--- config.mk ---
export PLATFORM = sky130hd
export DESIGN_NAME = virtio_net_pci_register_file_unit
export DESIGN_NICKNAME = d
export VERILOG_FILES = /design/src/sv/vnet_pkg.sv /design/src/sv/virtio_net_pci_register_file_unit.sv /design/src/sv/vnet_queue.sv /design/src/sv/vnet_core.sv
export SDC_FILE = /design/constraint.sdc
export NUM_CORES = 2
export LEC_CHECK = 0
export BUFFER_PORTS_ARGS = -buffer_cell sky130_fd_sc_hd__buf_2
export CORE_UTILIZATION = 30
export CTS_BUF_LIST = sky130_fd_sc_hd__clkbuf_16
export CTS_CLUSTER_DIAMETER = 200
export DETAILED_ROUTE_END_ITERATION = 12
export GPL_TIMING_DRIVEN = 0
export SYNTH_ARGS = -nofsm -noshare
export SYNTH_HDL_FRONTEND = slang
export SYNTH_SLANG_ARGS = --single-unit
--- constraint.sdc ---
create_clock -name i_clk -period 8.2 [get_ports i_clk]
set_input_delay 2.05 -clock i_clk [delete_from_list [all_inputs] [get_ports i_clk]]
set_output_delay 2.05 -clock i_clk [all_outputs]
set_load 0.005 [all_outputs]
--- src/sv/vnet_pkg.sv ---
// Shared definitions for the virtio network register file.
// Holds the command codes, the common-config offsets and the queue access word.
// No dependencies.
package vnet_pkg;

    // Bus access commands
    localparam logic [2:0] CMD_COMMON_READ  = 3'd0;
    localparam logic [2:0] CMD_COMMON_WRITE = 3'd1;
    localparam logic [2:0] CMD_DEVICE_READ  = 3'd2;
    localparam logic [2:0] CMD_ISR_READ     = 3'd3;
    localparam logic [2:0] CMD_RAISE_IRQ    = 3'd4;

    // Configuration register indexes
    localparam logic CFG_DMA_ENABLE = 1'b0;
    localparam logic CFG_MAC        = 1'b1;

    // Common-config offsets
    localparam logic [7:0] OFF_DEV_FEAT_SEL = 8'h00;
    localparam logic [7:0] OFF_DEV_FEAT     = 8'h04;
    localparam logic [7:0] OFF_DRV_FEAT_SEL = 8'h08;
    localparam logic [7:0] OFF_DRV_FEAT     = 8'h0C;
    localparam logic [7:0] OFF_MSIX_CFG     = 8'h10;
    localparam logic [7:0] OFF_NUM_QUEUES   = 8'h12;
    localparam logic [7:0] OFF_STATUS       = 8'h14;
    localparam logic [7:0] OFF_GENERATION   = 8'h15;
    localparam logic [7:0] OFF_Q_SELECT     = 8'h16;
    localparam logic [7:0] OFF_Q_SIZE       = 8'h18;
    localparam logic [7:0] OFF_Q_MSIX       = 8'h1A;
    localparam logic [7:0] OFF_Q_ENABLE     = 8'h1C;
    localparam logic [7:0] OFF_Q_NOTIFY     = 8'h1E;
    localparam logic [7:0] OFF_Q_DESC_LO    = 8'h20;
    localparam logic [7:0] OFF_Q_DESC_HI    = 8'h24;
    localparam logic [7:0] OFF_Q_AVAIL_LO   = 8'h28;
    localparam logic [7:0] OFF_Q_AVAIL_HI   = 8'h2C;
    localparam logic [7:0] OFF_Q_USED_LO    = 8'h30;
    localparam logic [7:0] OFF_Q_USED_HI    = 8'h34;
    localparam logic [7:0] CFG_REGION_BYTES = 8'h38;

    localparam logic [8:0] MAC_BYTES = 9'd6;

    localparam logic [31:0] MSIX_UNUSED    = 32'h0000_FFFF;
    localparam logic [31:0] DEV_FEAT_WIN0  = 32'h0000_0020;
    localparam logic [31:0] DEV_FEAT_WIN1  = 32'h0000_0001;
    localparam int          FEAT_VERSION_1 = 32;
    localparam int          STATUS_DRIVER_OK_BIT = 2;

    localparam logic [3:0] HDR_LEN_V1     = 4'd12;
    localparam logic [3:0] HDR_LEN_LEGACY = 4'd10;

    // Access presented to every queue lane.
    typedef struct packed {
        logic        wen;    // a sized, accepted common-config write
        logic        clear;  // status written with zero
        logic [7:0]  off;
        logic [31:0] data;
    } t_qacc;

endpackage

--- src/sv/virtio_net_pci_register_file_unit.sv ---
// Top level of the virtio network register file: input word register,
// result register and handshakes. Depends on vnet_pkg and vnet_core.
//
//   channel   direction  handshake                  payload
//   access    in         i_in_valid / o_in_stall    cmd, reg_offset, access_size,
//                                                   write_data, queue_index
//   result    out        o_out_valid / i_out_stall  read_data, access_error,
//                                                   queue_ready, header_length
//   config    in         i_cfg_we                   i_cfg_index, i_cfg_data
//
// An accepted word waits in the input register until it is decoded, and its
// result is registered as it is decoded. Without a stalled result, one word per
// cycle is sustained; the single decode stage sets that rate.
// Reset is synchronous and active low; both word registers come up empty.
// A stalled result holds the decode stage, which then stalls the input.
module virtio_net_pci_register_file_unit #(
    parameter int QUEUE_COUNT   = 2,
    parameter int MAX_RING_SIZE = 256
) (
    input  logic        i_clk,
    input  logic        i_rst_n,
    input  logic        i_in_valid,
    output logic        o_in_stall,
    input  logic [2:0]  i_cmd,
    input  logic [7:0]  i_reg_offset,
    input  logic [2:0]  i_access_size,
    input  logic [31:0] i_write_data,
    input  logic [3:0]  i_queue_index,
    output logic        o_out_valid,
    input  logic        i_out_stall,
    output logic [31:0] o_read_data,
    output logic        o_access_error,
    output logic        o_queue_ready,
    output logic [3:0]  o_header_length,
    input  logic        i_cfg_we,
    input  logic        i_cfg_index,
    input  logic [47:0] i_cfg_data
);
    import vnet_pkg::*;

    logic        r_in_valid;
    logic [2:0]  r_cmd;
    logic [7:0]  r_off;
    logic [2:0]  r_size;
    logic [31:0] r_wdata;
    logic [3:0]  r_qi;

    logic        r_out_valid;
    logic [31:0] r_rd;
    logic        r_err;
    logic        r_ready;
    logic [3:0]  r_hdr;

    logic        w_fire;
    logic        w_accept;
    logic [31:0] w_rd;
    logic        w_err;
    logic        w_ready;
    logic [3:0]  w_hdr;

    assign w_fire     = r_in_valid && (!r_out_valid || !i_out_stall);
    assign o_in_stall = r_in_valid && !w_fire;
    assign w_accept   = i_in_valid && !o_in_stall;

    always_ff @(posedge i_clk) begin
        if (!i_rst_n) begin
            r_in_valid <= 1'b0;
        end else if (w_accept || w_fire) begin
            r_in_valid <= w_accept;
        end
    end

    always_ff @(posedge i_clk) begin
        if (w_accept) begin
            r_cmd   <= i_cmd;
            r_off   <= i_reg_offset;
            r_size  <= i_access_size;
            r_wdata <= i_write_data;
            r_qi    <= i_queue_index;
        end
    end

    vnet_core #(
        .QUEUE_COUNT  (QUEUE_COUNT),
        .MAX_RING_SIZE(MAX_RING_SIZE)
    ) u_core (
        .i_clk          (i_clk),
        .i_rst_n        (i_rst_n),
        .i_fire         (w_fire),
        .i_cmd          (r_cmd),
        .i_reg_offset   (r_off),
        .i_access_size  (r_size),
        .i_write_data   (r_wdata),
        .i_queue_index  (r_qi),
        .i_cfg_we       (i_cfg_we),
        .i_cfg_index    (i_cfg_index),
        .i_cfg_data     (i_cfg_data),
        .o_read_data    (w_rd),
        .o_access_error (w_err),
        .o_queue_ready  (w_ready),
        .o_header_length(w_hdr)
    );

    always_ff @(posedge i_clk) begin
        if (!i_rst_n) begin
            r_out_valid <= 1'b0;
        end else if (w_fire) begin
            r_out_valid <= 1'b1;
        end else if (!i_out_stall) begin
            r_out_valid <= 1'b0;
        end
    end

    always_ff @(posedge i_clk) begin
        if (w_fire) begin
            r_rd    <= w_rd;
            r_err   <= w_err;
            r_ready <= w_ready;
            r_hdr   <= w_hdr;
        end
    end

    assign o_out_valid     = r_out_valid;
    assign o_read_data     = r_rd;
    assign o_access_error  = r_err;
    assign o_queue_ready   = r_ready;
    assign o_header_length = r_hdr;

`ifndef NO_ASSERTIONS
    a_fire_gives_result: assert property (@(posedge i_clk) disable iff (!i_rst_n)
        w_fire |=> o_out_valid)
        else $error("decoded word did not produce a result");

    a_error_reads_zero: assert property (@(posedge i_clk) disable iff (!i_rst_n)
        (o_out_valid && o_access_error) |-> (o_read_data == 32'd0))
        else $error("refused access returned nonzero data");

    a_ready_needs_v1: assert property (@(posedge i_clk) disable iff (!i_rst_n)
        (o_out_valid && o_queue_ready) |-> (o_header_length == HDR_LEN_V1))
        else $error("queue ready without version 1 negotiated");

    a_header_legal: assert property (@(posedge i_clk) disable iff (!i_rst_n)
        o_out_valid |-> (o_header_length == HDR_LEN_V1 || o_header_length == HDR_LEN_LEGACY))
        else $error("header length is neither 10 nor 12");
`endif

endmodule

--- src/sv/vnet_queue.sv ---
// One virtqueue lane: ring size, enable and the three ring base addresses.
// Depends on vnet_pkg for the offsets and the t_qacc access word.
module vnet_queue #(
    parameter int MAX_RING_SIZE = 256
) (
    input  logic            i_clk,
    input  logic            i_rst_n,
    input  vnet_pkg::t_qacc i_acc,
    input  logic            i_hit,
    output logic [31:0]     o_rd_data,
    output logic            o_ok_next
);
    import vnet_pkg::*;

    localparam int RSW = $clog2(MAX_RING_SIZE + 1);

    logic [RSW-1:0] r_size, n_size;
    logic [15:0]    r_enable, n_enable;
    logic [63:0]    r_desc, n_desc;
    logic [63:0]    r_avail, n_avail;
    logic [63:0]    r_used, n_used;
    logic [15:0]    w_want;

    assign w_want = i_acc.data[15:0];

    always_comb begin
        n_size   = r_size;
        n_enable = r_enable;
        n_desc   = r_desc;
        n_avail  = r_avail;
        n_used   = r_used;
        if (i_acc.clear) begin
            n_size   = RSW'(MAX_RING_SIZE);
            n_enable = '0;
            n_desc   = '0;
            n_avail  = '0;
            n_used   = '0;
        end else if (i_acc.wen && i_hit) begin
            unique case (i_acc.off)
                OFF_Q_SIZE: begin
                    if (w_want > 16'(MAX_RING_SIZE)) begin
                        n_size = RSW'(MAX_RING_SIZE);
                    end else begin
                        n_size = RSW'(w_want);
                    end
                end
                OFF_Q_ENABLE:   n_enable = w_want;
                OFF_Q_DESC_LO:  n_desc[31:0]   = i_acc.data;
                OFF_Q_DESC_HI:  n_desc[63:32]  = i_acc.data;
                OFF_Q_AVAIL_LO: n_avail[31:0]  = i_acc.data;
                OFF_Q_AVAIL_HI: n_avail[63:32] = i_acc.data;
                OFF_Q_USED_LO:  n_used[31:0]   = i_acc.data;
                OFF_Q_USED_HI:  n_used[63:32]  = i_acc.data;
                default: ;
            endcase
        end
    end

    always_ff @(posedge i_clk) begin
        if (!i_rst_n) begin
            r_size   <= RSW'(MAX_RING_SIZE);
            r_enable <= '0;
            r_desc   <= '0;
            r_avail  <= '0;
            r_used   <= '0;
        end else begin
            r_size   <= n_size;
            r_enable <= n_enable;
            r_desc   <= n_desc;
            r_avail  <= n_avail;
            r_used   <= n_used;
        end
    end

    always_comb begin
        unique case (i_acc.off)
            OFF_Q_SIZE:     o_rd_data = 32'(r_size);
            OFF_Q_ENABLE:   o_rd_data = 32'(r_enable);
            OFF_Q_DESC_LO:  o_rd_data = r_desc[31:0];
            OFF_Q_DESC_HI:  o_rd_data = r_desc[63:32];
            OFF_Q_AVAIL_LO: o_rd_data = r_avail[31:0];
            OFF_Q_AVAIL_HI: o_rd_data = r_avail[63:32];
            OFF_Q_USED_LO:  o_rd_data = r_used[31:0];
            OFF_Q_USED_HI:  o_rd_data = r_used[63:32];
            default:        o_rd_data = '0;
        endcase
    end

    // Readiness is judged on the lane contents after this access.
    assign o_ok_next = (n_enable != '0) && (n_size != '0) && (n_desc != '0)
                    && (n_avail != '0) && (n_used != '0);

endmodule

--- src/sv/vnet_core.sv ---
// Access decoder and device state: feature windows, status, queue select, ISR,
// configuration registers and the queue lanes. Depends on vnet_pkg, vnet_queue.
module vnet_core #(
    parameter int QUEUE_COUNT   = 2,
    parameter int MAX_RING_SIZE = 256
) (
    input  logic        i_clk,
    input  logic        i_rst_n,
    input  logic        i_fire,
    input  logic [2:0]  i_cmd,
    input  logic [7:0]  i_reg_offset,
    input  logic [2:0]  i_access_size,
    input  logic [31:0] i_write_data,
    input  logic [3:0]  i_queue_index,
    input  logic        i_cfg_we,
    input  logic        i_cfg_index,
    input  logic [47:0] i_cfg_data,
    output logic [31:0] o_read_data,
    output logic        o_access_error,
    output logic        o_queue_ready,
    output logic [3:0]  o_header_length
);
    import vnet_pkg::*;

    logic        r_bme;
    logic [47:0] r_mac;
    logic [31:0] r_dev_win, n_dev_win;
    logic [31:0] r_drv_win, n_drv_win;
    logic [63:0] r_drv_bits, n_drv_bits;
    logic [7:0]  r_status, n_status;
    logic [15:0] r_sel, n_sel;
    logic        r_irq, n_irq;

    logic [QUEUE_COUNT-1:0] w_hit, w_qi_hit, w_ok_next;
    logic [31:0]            w_lane_rd [QUEUE_COUNT];
    logic [31:0]            w_q_rd;
    logic                   w_sel_ok;
    t_qacc                  w_acc;

    logic [31:0] w_rd_val;
    logic [2:0]  w_rd_need;
    logic        w_rd_known;
    logic [2:0]  w_wr_need;
    logic        w_wr_sized;
    logic        w_wr_apply;
    logic        w_clear;
    logic        w_isr_clr, w_irq_set;
    logic [31:0] w_dev_rd;
    logic        w_dev_ok;
    logic [8:0]  w_dev_end;
    logic [47:0] w_mac_sh;
    logic [31:0] w_rd;
    logic        w_err;

    assign w_sel_ok = r_sel < 16'(QUEUE_COUNT);

    // Queue lanes, one per virtqueue.
    for (genvar q = 0; q < QUEUE_COUNT; q++) begin : g_lane
        assign w_hit[q]    = (r_sel == 16'(q));
        assign w_qi_hit[q] = (i_queue_index == 4'(q));
        vnet_queue #(
            .MAX_RING_SIZE(MAX_RING_SIZE)
        ) u_queue (
            .i_clk    (i_clk),
            .i_rst_n  (i_rst_n),
            .i_acc    (w_acc),
            .i_hit    (w_hit[q]),
            .o_rd_data(w_lane_rd[q]),
            .o_ok_next(w_ok_next[q])
        );
    end

    // A selection past the last queue hits no lane, so it reads zero.
    always_comb begin
        w_q_rd = '0;
        for (int q = 0; q < QUEUE_COUNT; q++) begin
            w_q_rd = w_q_rd | (w_hit[q] ? w_lane_rd[q] : 32'd0);
        end
    end

    // Common-config read decode.
    always_comb begin
        w_rd_known = 1'b1;
        w_rd_need  = 3'd4;
        w_rd_val   = '0;
        unique case (i_reg_offset) inside
            OFF_DEV_FEAT_SEL: w_rd_val = r_dev_win;
            OFF_DEV_FEAT: begin
                if (r_dev_win == 32'd0) begin
                    w_rd_val = DEV_FEAT_WIN0;
                end else if (r_dev_win == 32'd1) begin
                    w_rd_val = DEV_FEAT_WIN1;
                end
            end
            OFF_DRV_FEAT_SEL: w_rd_val = r_drv_win;
            OFF_DRV_FEAT: begin
                if (r_drv_win == 32'd0) begin
                    w_rd_val = r_drv_bits[31:0];
                end else if (r_drv_win == 32'd1) begin
                    w_rd_val = r_drv_bits[63:32];
                end
            end
            OFF_MSIX_CFG, OFF_Q_MSIX: begin
                w_rd_need = 3'd2;
                w_rd_val  = MSIX_UNUSED;
            end
            OFF_NUM_QUEUES: begin
                w_rd_need = 3'd2;
                w_rd_val  = 32'(QUEUE_COUNT);
            end
            OFF_STATUS: begin
                w_rd_need = 3'd1;
                w_rd_val  = 32'(r_status);
            end
            OFF_GENERATION: w_rd_need = 3'd1;
            OFF_Q_SELECT: begin
                w_rd_need = 3'd2;
                w_rd_val  = 32'(r_sel);
            end
            OFF_Q_SIZE, OFF_Q_ENABLE: begin
                w_rd_need = 3'd2;
                w_rd_val  = w_q_rd;
            end
            OFF_Q_NOTIFY: begin
                w_rd_need = 3'd2;
                w_rd_val  = w_sel_ok ? 32'(r_sel) : 32'd0;
            end
            OFF_Q_DESC_LO, OFF_Q_DESC_HI, OFF_Q_AVAIL_LO, OFF_Q_AVAIL_HI,
            OFF_Q_USED_LO, OFF_Q_USED_HI: w_rd_val = w_q_rd;
            default: w_rd_known = 1'b0;
        endcase
    end

    // Common-config write decode: only sized registers check the access size.
    always_comb begin
        w_wr_sized = 1'b1;
        w_wr_need  = 3'd4;
        unique case (i_reg_offset) inside
            OFF_DEV_FEAT_SEL, OFF_DRV_FEAT_SEL, OFF_DRV_FEAT,
            OFF_Q_DESC_LO, OFF_Q_DESC_HI, OFF_Q_AVAIL_LO, OFF_Q_AVAIL_HI,
            OFF_Q_USED_LO, OFF_Q_USED_HI: w_wr_need = 3'd4;
            OFF_Q_SELECT, OFF_Q_SIZE, OFF_Q_ENABLE: w_wr_need = 3'd2;
            OFF_STATUS: w_wr_need = 3'd1;
            default: w_wr_sized = 1'b0;
        endcase
    end

    // Device config: little-endian window onto the station address.
    assign w_dev_end = {1'b0, i_reg_offset} + {6'd0, i_access_size};
    assign w_dev_ok  = ((i_access_size == 3'd1) || (i_access_size == 3'd2)
                        || (i_access_size == 3'd4))
                       && ({1'b0, i_reg_offset} < MAC_BYTES) && (w_dev_end <= MAC_BYTES);
    assign w_mac_sh  = r_mac >> {i_reg_offset[2:0], 3'b000};

    always_comb begin
        case (i_access_size)
            3'd1:    w_dev_rd = {24'd0, w_mac_sh[7:0]};
            3'd2:    w_dev_rd = {16'd0, w_mac_sh[15:0]};
            default: w_dev_rd = w_mac_sh[31:0];
        endcase
    end

    always_comb begin
        w_err      = 1'b0;
        w_rd       = '0;
        w_wr_apply = 1'b0;
        w_isr_clr  = 1'b0;
        w_irq_set  = 1'b0;
        unique case (i_cmd)
            CMD_COMMON_READ: begin
                if (i_reg_offset >= CFG_REGION_BYTES || !w_rd_known
                    || i_access_size != w_rd_need) begin
                    w_err = 1'b1;
                end else begin
                    w_rd = w_rd_val;
                end
            end
            CMD_COMMON_WRITE: begin
                if (i_reg_offset >= CFG_REGION_BYTES) begin
                    w_err = 1'b1;
                end else if (w_wr_sized && i_access_size != w_wr_need) begin
                    w_err = 1'b1;
                end else begin
                    w_wr_apply = w_wr_sized;
                end
            end
            CMD_DEVICE_READ: begin
                if (w_dev_ok) begin
                    w_rd = w_dev_rd;
                end else begin
                    w_err = 1'b1;
                end
            end
            CMD_ISR_READ: begin
                w_rd      = {31'd0, r_irq};
                w_isr_clr = 1'b1;
            end
            CMD_RAISE_IRQ: w_irq_set = 1'b1;
            default: w_err = 1'b1;
        endcase
    end

    assign w_clear = i_fire && w_wr_apply && (i_reg_offset == OFF_STATUS)
                  && (i_write_data[7:0] == 8'd0);

    assign w_acc.wen   = i_fire && w_wr_apply && w_sel_ok;
    assign w_acc.clear = w_clear;
    assign w_acc.off   = i_reg_offset;
    assign w_acc.data  = i_write_data;

    always_comb begin
        n_dev_win  = r_dev_win;
        n_drv_win  = r_drv_win;
        n_drv_bits = r_drv_bits;
        n_status   = r_status;
        n_sel      = r_sel;
        n_irq      = r_irq;
        if (w_clear) begin
            n_dev_win  = '0;
            n_drv_win  = '0;
            n_drv_bits = '0;
            n_status   = '0;
            n_sel      = '0;
            n_irq      = 1'b0;
        end else if (i_fire) begin
            if (w_isr_clr) begin
                n_irq = 1'b0;
            end
            if (w_irq_set) begin
                n_irq = 1'b1;
            end
            if (w_wr_apply) begin
                unique case (i_reg_offset)
                    OFF_DEV_FEAT_SEL: n_dev_win = i_write_data;
                    OFF_DRV_FEAT_SEL: n_drv_win = i_write_data;
                    OFF_DRV_FEAT: begin
                        if (r_drv_win == 32'd0) begin
                            n_drv_bits[31:0] = i_write_data;
                        end else if (r_drv_win == 32'd1) begin
                            n_drv_bits[63:32] = i_write_data;
                        end
                    end
                    OFF_STATUS:   n_status = i_write_data[7:0];
                    OFF_Q_SELECT: n_sel = i_write_data[15:0];
                    default: ;
                endcase
            end
        end
    end

    always_ff @(posedge i_clk) begin
        if (!i_rst_n) begin
            r_dev_win  <= '0;
            r_drv_win  <= '0;
            r_drv_bits <= '0;
            r_status   <= '0;
            r_sel      <= '0;
            r_irq      <= 1'b0;
        end else begin
            r_dev_win  <= n_dev_win;
            r_drv_win  <= n_drv_win;
            r_drv_bits <= n_drv_bits;
            r_status   <= n_status;
            r_sel      <= n_sel;
            r_irq      <= n_irq;
        end
    end

    always_ff @(posedge i_clk) begin
        if (!i_rst_n) begin
            r_bme <= 1'b1;
            r_mac <= '0;
        end else if (i_cfg_we) begin
            unique case (i_cfg_index)
                CFG_DMA_ENABLE: r_bme <= i_cfg_data[0];
                CFG_MAC:        r_mac <= i_cfg_data;
                default: ;
            endcase
        end
    end

    // Ready and header length reflect the state this access leaves behind.
    assign o_read_data     = w_rd;
    assign o_access_error  = w_err;
    assign o_queue_ready   = n_status[STATUS_DRIVER_OK_BIT] && n_drv_bits[FEAT_VERSION_1]
                          && r_bme && ((w_ok_next & w_qi_hit) != '0);
    assign o_header_length = n_drv_bits[FEAT_VERSION_1] ? HDR_LEN_V1 : HDR_LEN_LEGACY;

endmodule
After elaboration in Yosys (flattened, before gate mapping)
Cells that the tools add are included.
- register bits: 726
- latch bits: 0
- memory bits (writable): 0
- memory bits (read-only): 0
- bits of input ports: 104
- memories: 0
- add/sub/neg operators: 1
- multipliers: 0
- div/mod/pow operators: 0
- order comparisons: 5
- equality and inequality tests: 32
- shift-type cells: 1
- multiplexer cells: 81
- bitwise logic cells: 5
- reductions and logical operators: 71
- operators with widths (cell ; count):
    $mux W64 ; 12
    $mux W32 ; 20
    $pmux W32 S8 ; 2
    $reduce_bool A64 Y1 ; 6
    $pmux W32 S10 ; 1
    $mux W33 ; 4
    $mux W16 ; 7
    $pmux W32 S3 ; 1
    $eq A8 B5 Y1 const B ; 9
    $eq A32 B1 Y1 const B ; 2
    $logic_not A32 Y1 ; 2
    $pmux W32 S2 ; 1
    $mux W9 ; 7
    $eq A8 B6 Y1 const B ; 6
    $shr A48 B6 Y32 ; 1
    $or A32 B32 Y32 ; 1
    $reduce_bool A16 Y1 ; 2
    $logic_and A1 B1 Y1 ; 23
    $reduce_or A19 Y1 ; 1
    $mux W1 ; 18
    $reduce_bool A9 Y1 ; 2
    $eq A16 B1 Y1 const B ; 1
    $eq A8 B4 Y1 const B ; 2
    $gt A16 B9 Y1 const B ; 1
    33 further kinds ; 64

Depth between registers and ports, before layout
- depth in word-level cells: 21
- gate-level depth with buffers: 13

Cells and area by module
Synthesis repeated with hierarchy kept, for this count alone.
- cells, all modules: 4107
- area, all modules: 33184.3 um^2
- by module, submodules not included (module ; instances ; cells an instance ; area an instance (um^2) ; sequential area each (um^2)):
    vnet_core ; 1 ; 1442 ; 11081.9 ; 4043.9
    vnet_queue at u_core.g_lane[1].u_queue ; 1 ; 1285 ; 9700.6 ; 4344.2
    vnet_queue at u_core.g_lane[0].u_queue ; 1 ; 1284 ; 9675.5 ; 4344.2
    virtio_net_pci_register_file_unit ; 1 ; 96 ; 2726.4 ; 2682.6

Worst setup path before layout
Ideal clock, no wire load.
- kind: in2reg
- from: in i_out_stall
- to: reg r_ready, in the netlist o_queue_ready, data pin
- setup time: 269 ps
- data arrival time: 4963 ps
- data required time: 7931 ps
- path slack: 2968 ps
- stages: 12
- path buffers: 1
- cells stage by stage: nand2_1 -> nand2_1 -> inv_1 -> nand4_1 -> clkbuf_1 -> nor4_1 -> o21ai_1 -> mux2_2 -> nor4_1 -> nand4_1 -> o311ai_1 -> o41ai_1
- word-level cells in the longest chain between the ends: 16
- elaborated cells on any way between the ends: 56
- those cells by class: 24 x mux; 1 x bitwise; 31 x reduce/logical
- ends and longest elaborated chain (element ; RTL line ; text):
    start, declared ; virtio_net_pci_register_file_unit.sv:30 ; input logic i_out_stall,
    $logic_not A1 Y1 (*) ; -- ;
    $logic_or A1 B1 Y1 (*) ; virtio_net_pci_register_file_unit.sv:61 ; assign w_fire = r_in_valid && (!r_out_valid || !i_out_stall);
    $logic_and A1 B1 Y1 (*) ; virtio_net_pci_register_file_unit.sv:61 ;
    via u_core.i_fire ; vnet_core.sv:9 ; input logic i_fire,
    $logic_and A1 B1 Y1 ; vnet_core.sv:203, vnet_core.sv:206 ;
    $logic_and A1 B1 Y1 ; vnet_core.sv:206 ; assign w_acc.wen = i_fire && w_wr_apply && w_sel_ok;
    $logic_and A1 B1 Y1 ; vnet_queue.sv:38 ; end else if (i_acc.wen && i_hit) begin
    $mux W16 / $mux W9 (equally long branches) ; vnet_queue.sv:38 ;
    $mux W16 / $mux W9 (equally long branches) ; vnet_queue.sv:32 ; if (i_acc.clear) begin
    $reduce_bool A16 Y1 / $reduce_bool A9 Y1 (equally long branches) ; vnet_queue.sv:90 ; assign o_ok_next = (n_enable != '0) && (n_size != '0) && (n_desc != '0)
    $logic_and A1 B1 Y1 (2 in a row) ; vnet_queue.sv:90 ;
    $logic_and A1 B1 Y1 (2 in a row) ; vnet_queue.sv:91 ; && (n_avail != '0) && (n_used != '0);
    $and A2 B2 Y2 ; vnet_core.sv:286 ; && r_bme && ((w_ok_next & w_qi_hit) != '0);
    $reduce_bool A2 Y1 ; vnet_core.sv:286 ;
    $logic_and A1 B1 Y1 (*) ; vnet_core.sv:286 ;
    via u_core.o_queue_ready ; vnet_core.sv:20 ; output logic o_queue_ready,
    end signal, assigned ; virtio_net_pci_register_file_unit.sv:118 ; r_ready <= w_ready;
    end, declared ; virtio_net_pci_register_file_unit.sv:51 ; logic r_ready;
Mark *: on every way through the listed nets, which the timed path passes. The rest lies on a longest branch.
A chain may end at the register's enable or synchronous reset.

Worst setup path in the final report
- from: in i_out_stall
- to: reg u_core.r_dev_win[1]
- word-level cells in the longest chain between the ends: 7
- elaborated cells on any way between the ends: 8
- those cells by class: 8 x reduce/logical
- ends and longest elaborated chain (element ; RTL line ; text):
    $logic_not A1 Y1 (*) ; -- ;
    $logic_or A1 B1 Y1 (*) ; virtio_net_pci_register_file_unit.sv:61 ;
    $logic_and A1 B1 Y1 (*) ; virtio_net_pci_register_file_unit.sv:61 ;
    via u_core.i_fire ; vnet_core.sv:9 ;
    $logic_and A1 B1 Y1 (2 in a row) ; vnet_core.sv:203 ; assign w_clear = i_fire && w_wr_apply && (i_reg_offset == OFF_STATUS)
    $logic_and A1 B1 Y1 ; vnet_core.sv:204 ; && (i_write_data[7:0] == 8'd0);
    $reduce_or A2 Y1 (no source line) ; -- ;
    end signal, assigned ; vnet_core.sv:260 ; r_dev_win <= n_dev_win;
    end, declared ; vnet_core.sv:27 ; logic [31:0] r_dev_win, n_dev_win;
Marked as above.

==> impl_metrics.csv <==
group,metric,value,unit
pwr,total_power,0.00792,W
cts,cts_resized,0,
sta,fin_ws,1.78,ns
sta,hold_viol,0,
drt,drc,0,
floorplan,core_area,109000,um^2
global_route,grt_pass1_vias,31600,
global_route,grt_first_pass_wirelength,244000,um
placed_design,portBuffers,140,
sta,fmax,156,MHz
final_layout,syn_to_final_growth,16.1,%
worst_setup_path,worstSetupPathType,"input pin to register",
worst_hold_path,hp-class,"register to register",
final_layout,multi_input_area,15900,um^2
job,max_cap_viol_count,4,
synth,syn_avg_cell_area,7.97,um^2
placed_design,post-place-ws,1.39,ns
sta,tns,0,ns
cts,htree_levels,3,
worst_setup_path,cp_max_fo,38,
run_status,violations,"capacitance limit, slew limit",
synth,synth_cell_type_count,82,
synth,ys_ff_latch,724,
pwr,power_density,208,nW/um^2
floorplan,die_h,333,um
cts,insertion_delay,0.68,ns
final_layout,fillers,11400,
drt,drtIter0Drc,6434,
worst_setup_path,critPathCaptureType,"register",
synth,synth_cells,4123,
final_layout,final_cell_mix,"nand2_1, dfxtp_1, a21oi_1, clkbuf_1, buf_2",
final_layout,drive_gt1_share,8.67,%
synth,synth_ff_type,"dfxtp_1",
global_route,grt_max_degree,39,
cts,cts_buffers,81,
drt,vias,35200,
sta,fin_skew,0.0322,ns
sta,slew_headroom,-6.22,%
drt,wl_met3,22900,um
drt,wl_per_cell,30.3,um
cts,clock_path_buffers,3,
synth,synth_edf_count,86,
floorplan,start_util,30.2,%
placed_design,gp_congestion,1.07,
synth,synth_warnings,0,
sta,setup_violations,0,
run_status,outcome,"finished with violations",
cts,post_cts_buffers,0,
drt,dr.pass1.iters,9,
pwr,max-vdd-ir-drop,132,uV
final_layout,fin_nets,4458,
sta,rsz0062_at_grt,"false",
sta,fin_crit_sh,78.3,%
synth,synth_fp_nets,4231,
sta,drv_slew,33,
sta,worst_slew_pin_slew,1.59,ns
pwr,p_leak,12.5,nW
drt,wl,177000,um
drt,topRoutingLayerUsed,"met5",
global_route,track_usage,30.6,%
placed_design,dpl.cell_count,5681,
final_layout,fin_cells,5835,
drt,wl_met1,70500,um
placed_design,hpwlAfterDp,133000,um
drt,wl_met2,70800,um
cts,cts_tree,"done",
drt,avgViaCountPerCell,6.04,
worst_setup_path,worstSetupStartpointType,"input pin",
global_route,grt-ovfl-total,0,
floorplan,die_w,333,um
global_route,antenna_found_initial,13,
synth,async_reset_ff_share,0,%
synth,ys_seq_area_share,46.7,%
cts,clk_pin_slew_worst_paths,0.06,ns
cts,holdBufCountCts,0,
floorplan,ios,144,
worst_setup_path,required,8.74,ns
sta,min_period,6.42,ns
floorplan,rows,121,
worst_setup_path,arrival,6.95,ns
cts,cts.sinks,724,
drt,antenna_left,0,
synth,synth_area,32900,um^2
cts,cts_root_buf,"clkbuf_16",
final_layout,regArea,15400,um^2
floorplan,fp.dieArea,111000,um^2
final_layout,layout_commonest_cell,"nand2_1",
[through the flow]
stage	utilization (%)	hold WS (ns)	cell area (um^2)
2_1_floorplan	-	0.431	32900
3_3_place_gp	32.5	0.437	35300
3_5_place_dp	32.6	0.444	35400
4_1_cts	35.1	0.452	38100
5_1_grt	35.1	0.472	38100
6_report	35.1	0.449	38100
[flip-flops by register name (all words and copies together), names as in the netlist, 2 cells and up]
signal	count
u_core.g_lane.u_queue.r_avail	128
u_core.g_lane.u_queue.r_desc	128
u_core.g_lane.u_queue.r_used	128
u_core.r_drv_bits	64
u_core.r_mac	48
o_read_data	32
r_wdata	32
u_core.g_lane.u_queue.r_enable	32
u_core.r_dev_win	32
u_core.r_drv_win	32
u_core.g_lane.u_queue.r_size	18
u_core.r_sel	16
r_off	8
u_core.r_status	8
r_qi	4
r_cmd	3
r_size	3
o_header_length	2
[final cells by class]
| cell class | count | share of cell area (%) |
|---|---|---|
| clock inverters | 64 | 1.61 |
| clock buffers | 84 | 5.51 |
| diodes | 6 | 0.0394 |
| repair buffers | 144 | 1.96 |
| inverters | 7 | 0.0689 |
| plain buffers | 386 | 4.09 |
| multi-input cells | 3006 | 41.8 |
| flip-flops and latches | 724 | 40.3 |
| well taps | 1414 | 4.64 |
[kinds of logic (layout without fill, tap and decap cells)]
logic type	after synthesis	count (layout)	synth area share [%]
simple gates	1763	1763	23.4
xor+xnor	3	3	0.0800
fa+ha+maj	4	4	0.175
flops	724	724	46.7
buf+inv	393	685	4.82
other cells	2	8	0.0229
mux	137	137	4.23
compound gates	1097	1097	20.5
[layer usage]
layer / GRT usage, % / vias to the layer above
li1: - / 15100
met1: 41.2 / 17000
met2: 43.0 / 2582
met3: 8.75 / 517
met4: 18.4 / 10
met5: 0 / -
[synthesized netlist by cell type, types with 23 or more instances]
| library cell | number | area [um^2] |
|---|---|---|
| clkbuf_1 | 281 | 1050 |
| nand3_1 | 73 | 365 |
| nor3_1 | 60 | 300 |
| mux2i_1 | 122 | 1220 |
| nor2b_1 | 31 | 194 |
| nand4_1 | 45 | 282 |
| a21oi_1 | 590 | 2950 |
| or4_1 | 23 | 173 |
| buf_2 | 75 | 375 |
| a222oi_1 | 23 | 230 |
| edfxtp_1 | 86 | 2580 |
| o22ai_1 | 41 | 257 |
| a31oi_1 | 39 | 244 |
| nor2_1 | 150 | 563 |
| nand2_1 | 1171 | 4400 |
| o21ai_0 | 45 | 225 |
| a211oi_1 | 38 | 285 |
| buf_1 | 26 | 97.6 |
| a22oi_1 | 196 | 1470 |
| nor4_1 | 128 | 801 |
| a21boi_0 | 49 | 368 |
| dfxtp_1 | 638 | 12800 |
[critical path: stages]
cell,delay (ns)
buf_2,0.11
nand2_1,0.06
nand2_1,0.11
inv_2,0.67
and4_1,0.38
buf_1,0.29
o211ai_2,0.45
o21ai_1,1.13
clkbuf_1,1.02
buf_2,0.53
nor2_1,0.10
[worst paths after layout]
check	startpoint	end	slack, ns	cells after the start
max	i_out_stall	u_core.r_dev_win[1]	1.78	11
min	u_core.r_drv_bits[53]	u_core.r_drv_bits[53]	0.45	2
max reg2reg	r_off[4]	o_read_data[26]	1.90	10
min reg2reg	u_core.r_drv_bits[53]	u_core.r_drv_bits[53]	0.45	2
[report_power, final]
group	switching, W	total, W	internal, W
Combinational	0.000321	0.000413	0.0000921
Sequential	0.0000377	0.00366	0.00362
Clock	0.00164	0.00384	0.00221
Total	0.00199	0.00792	0.00592
(Power assumes the default switching activity.)
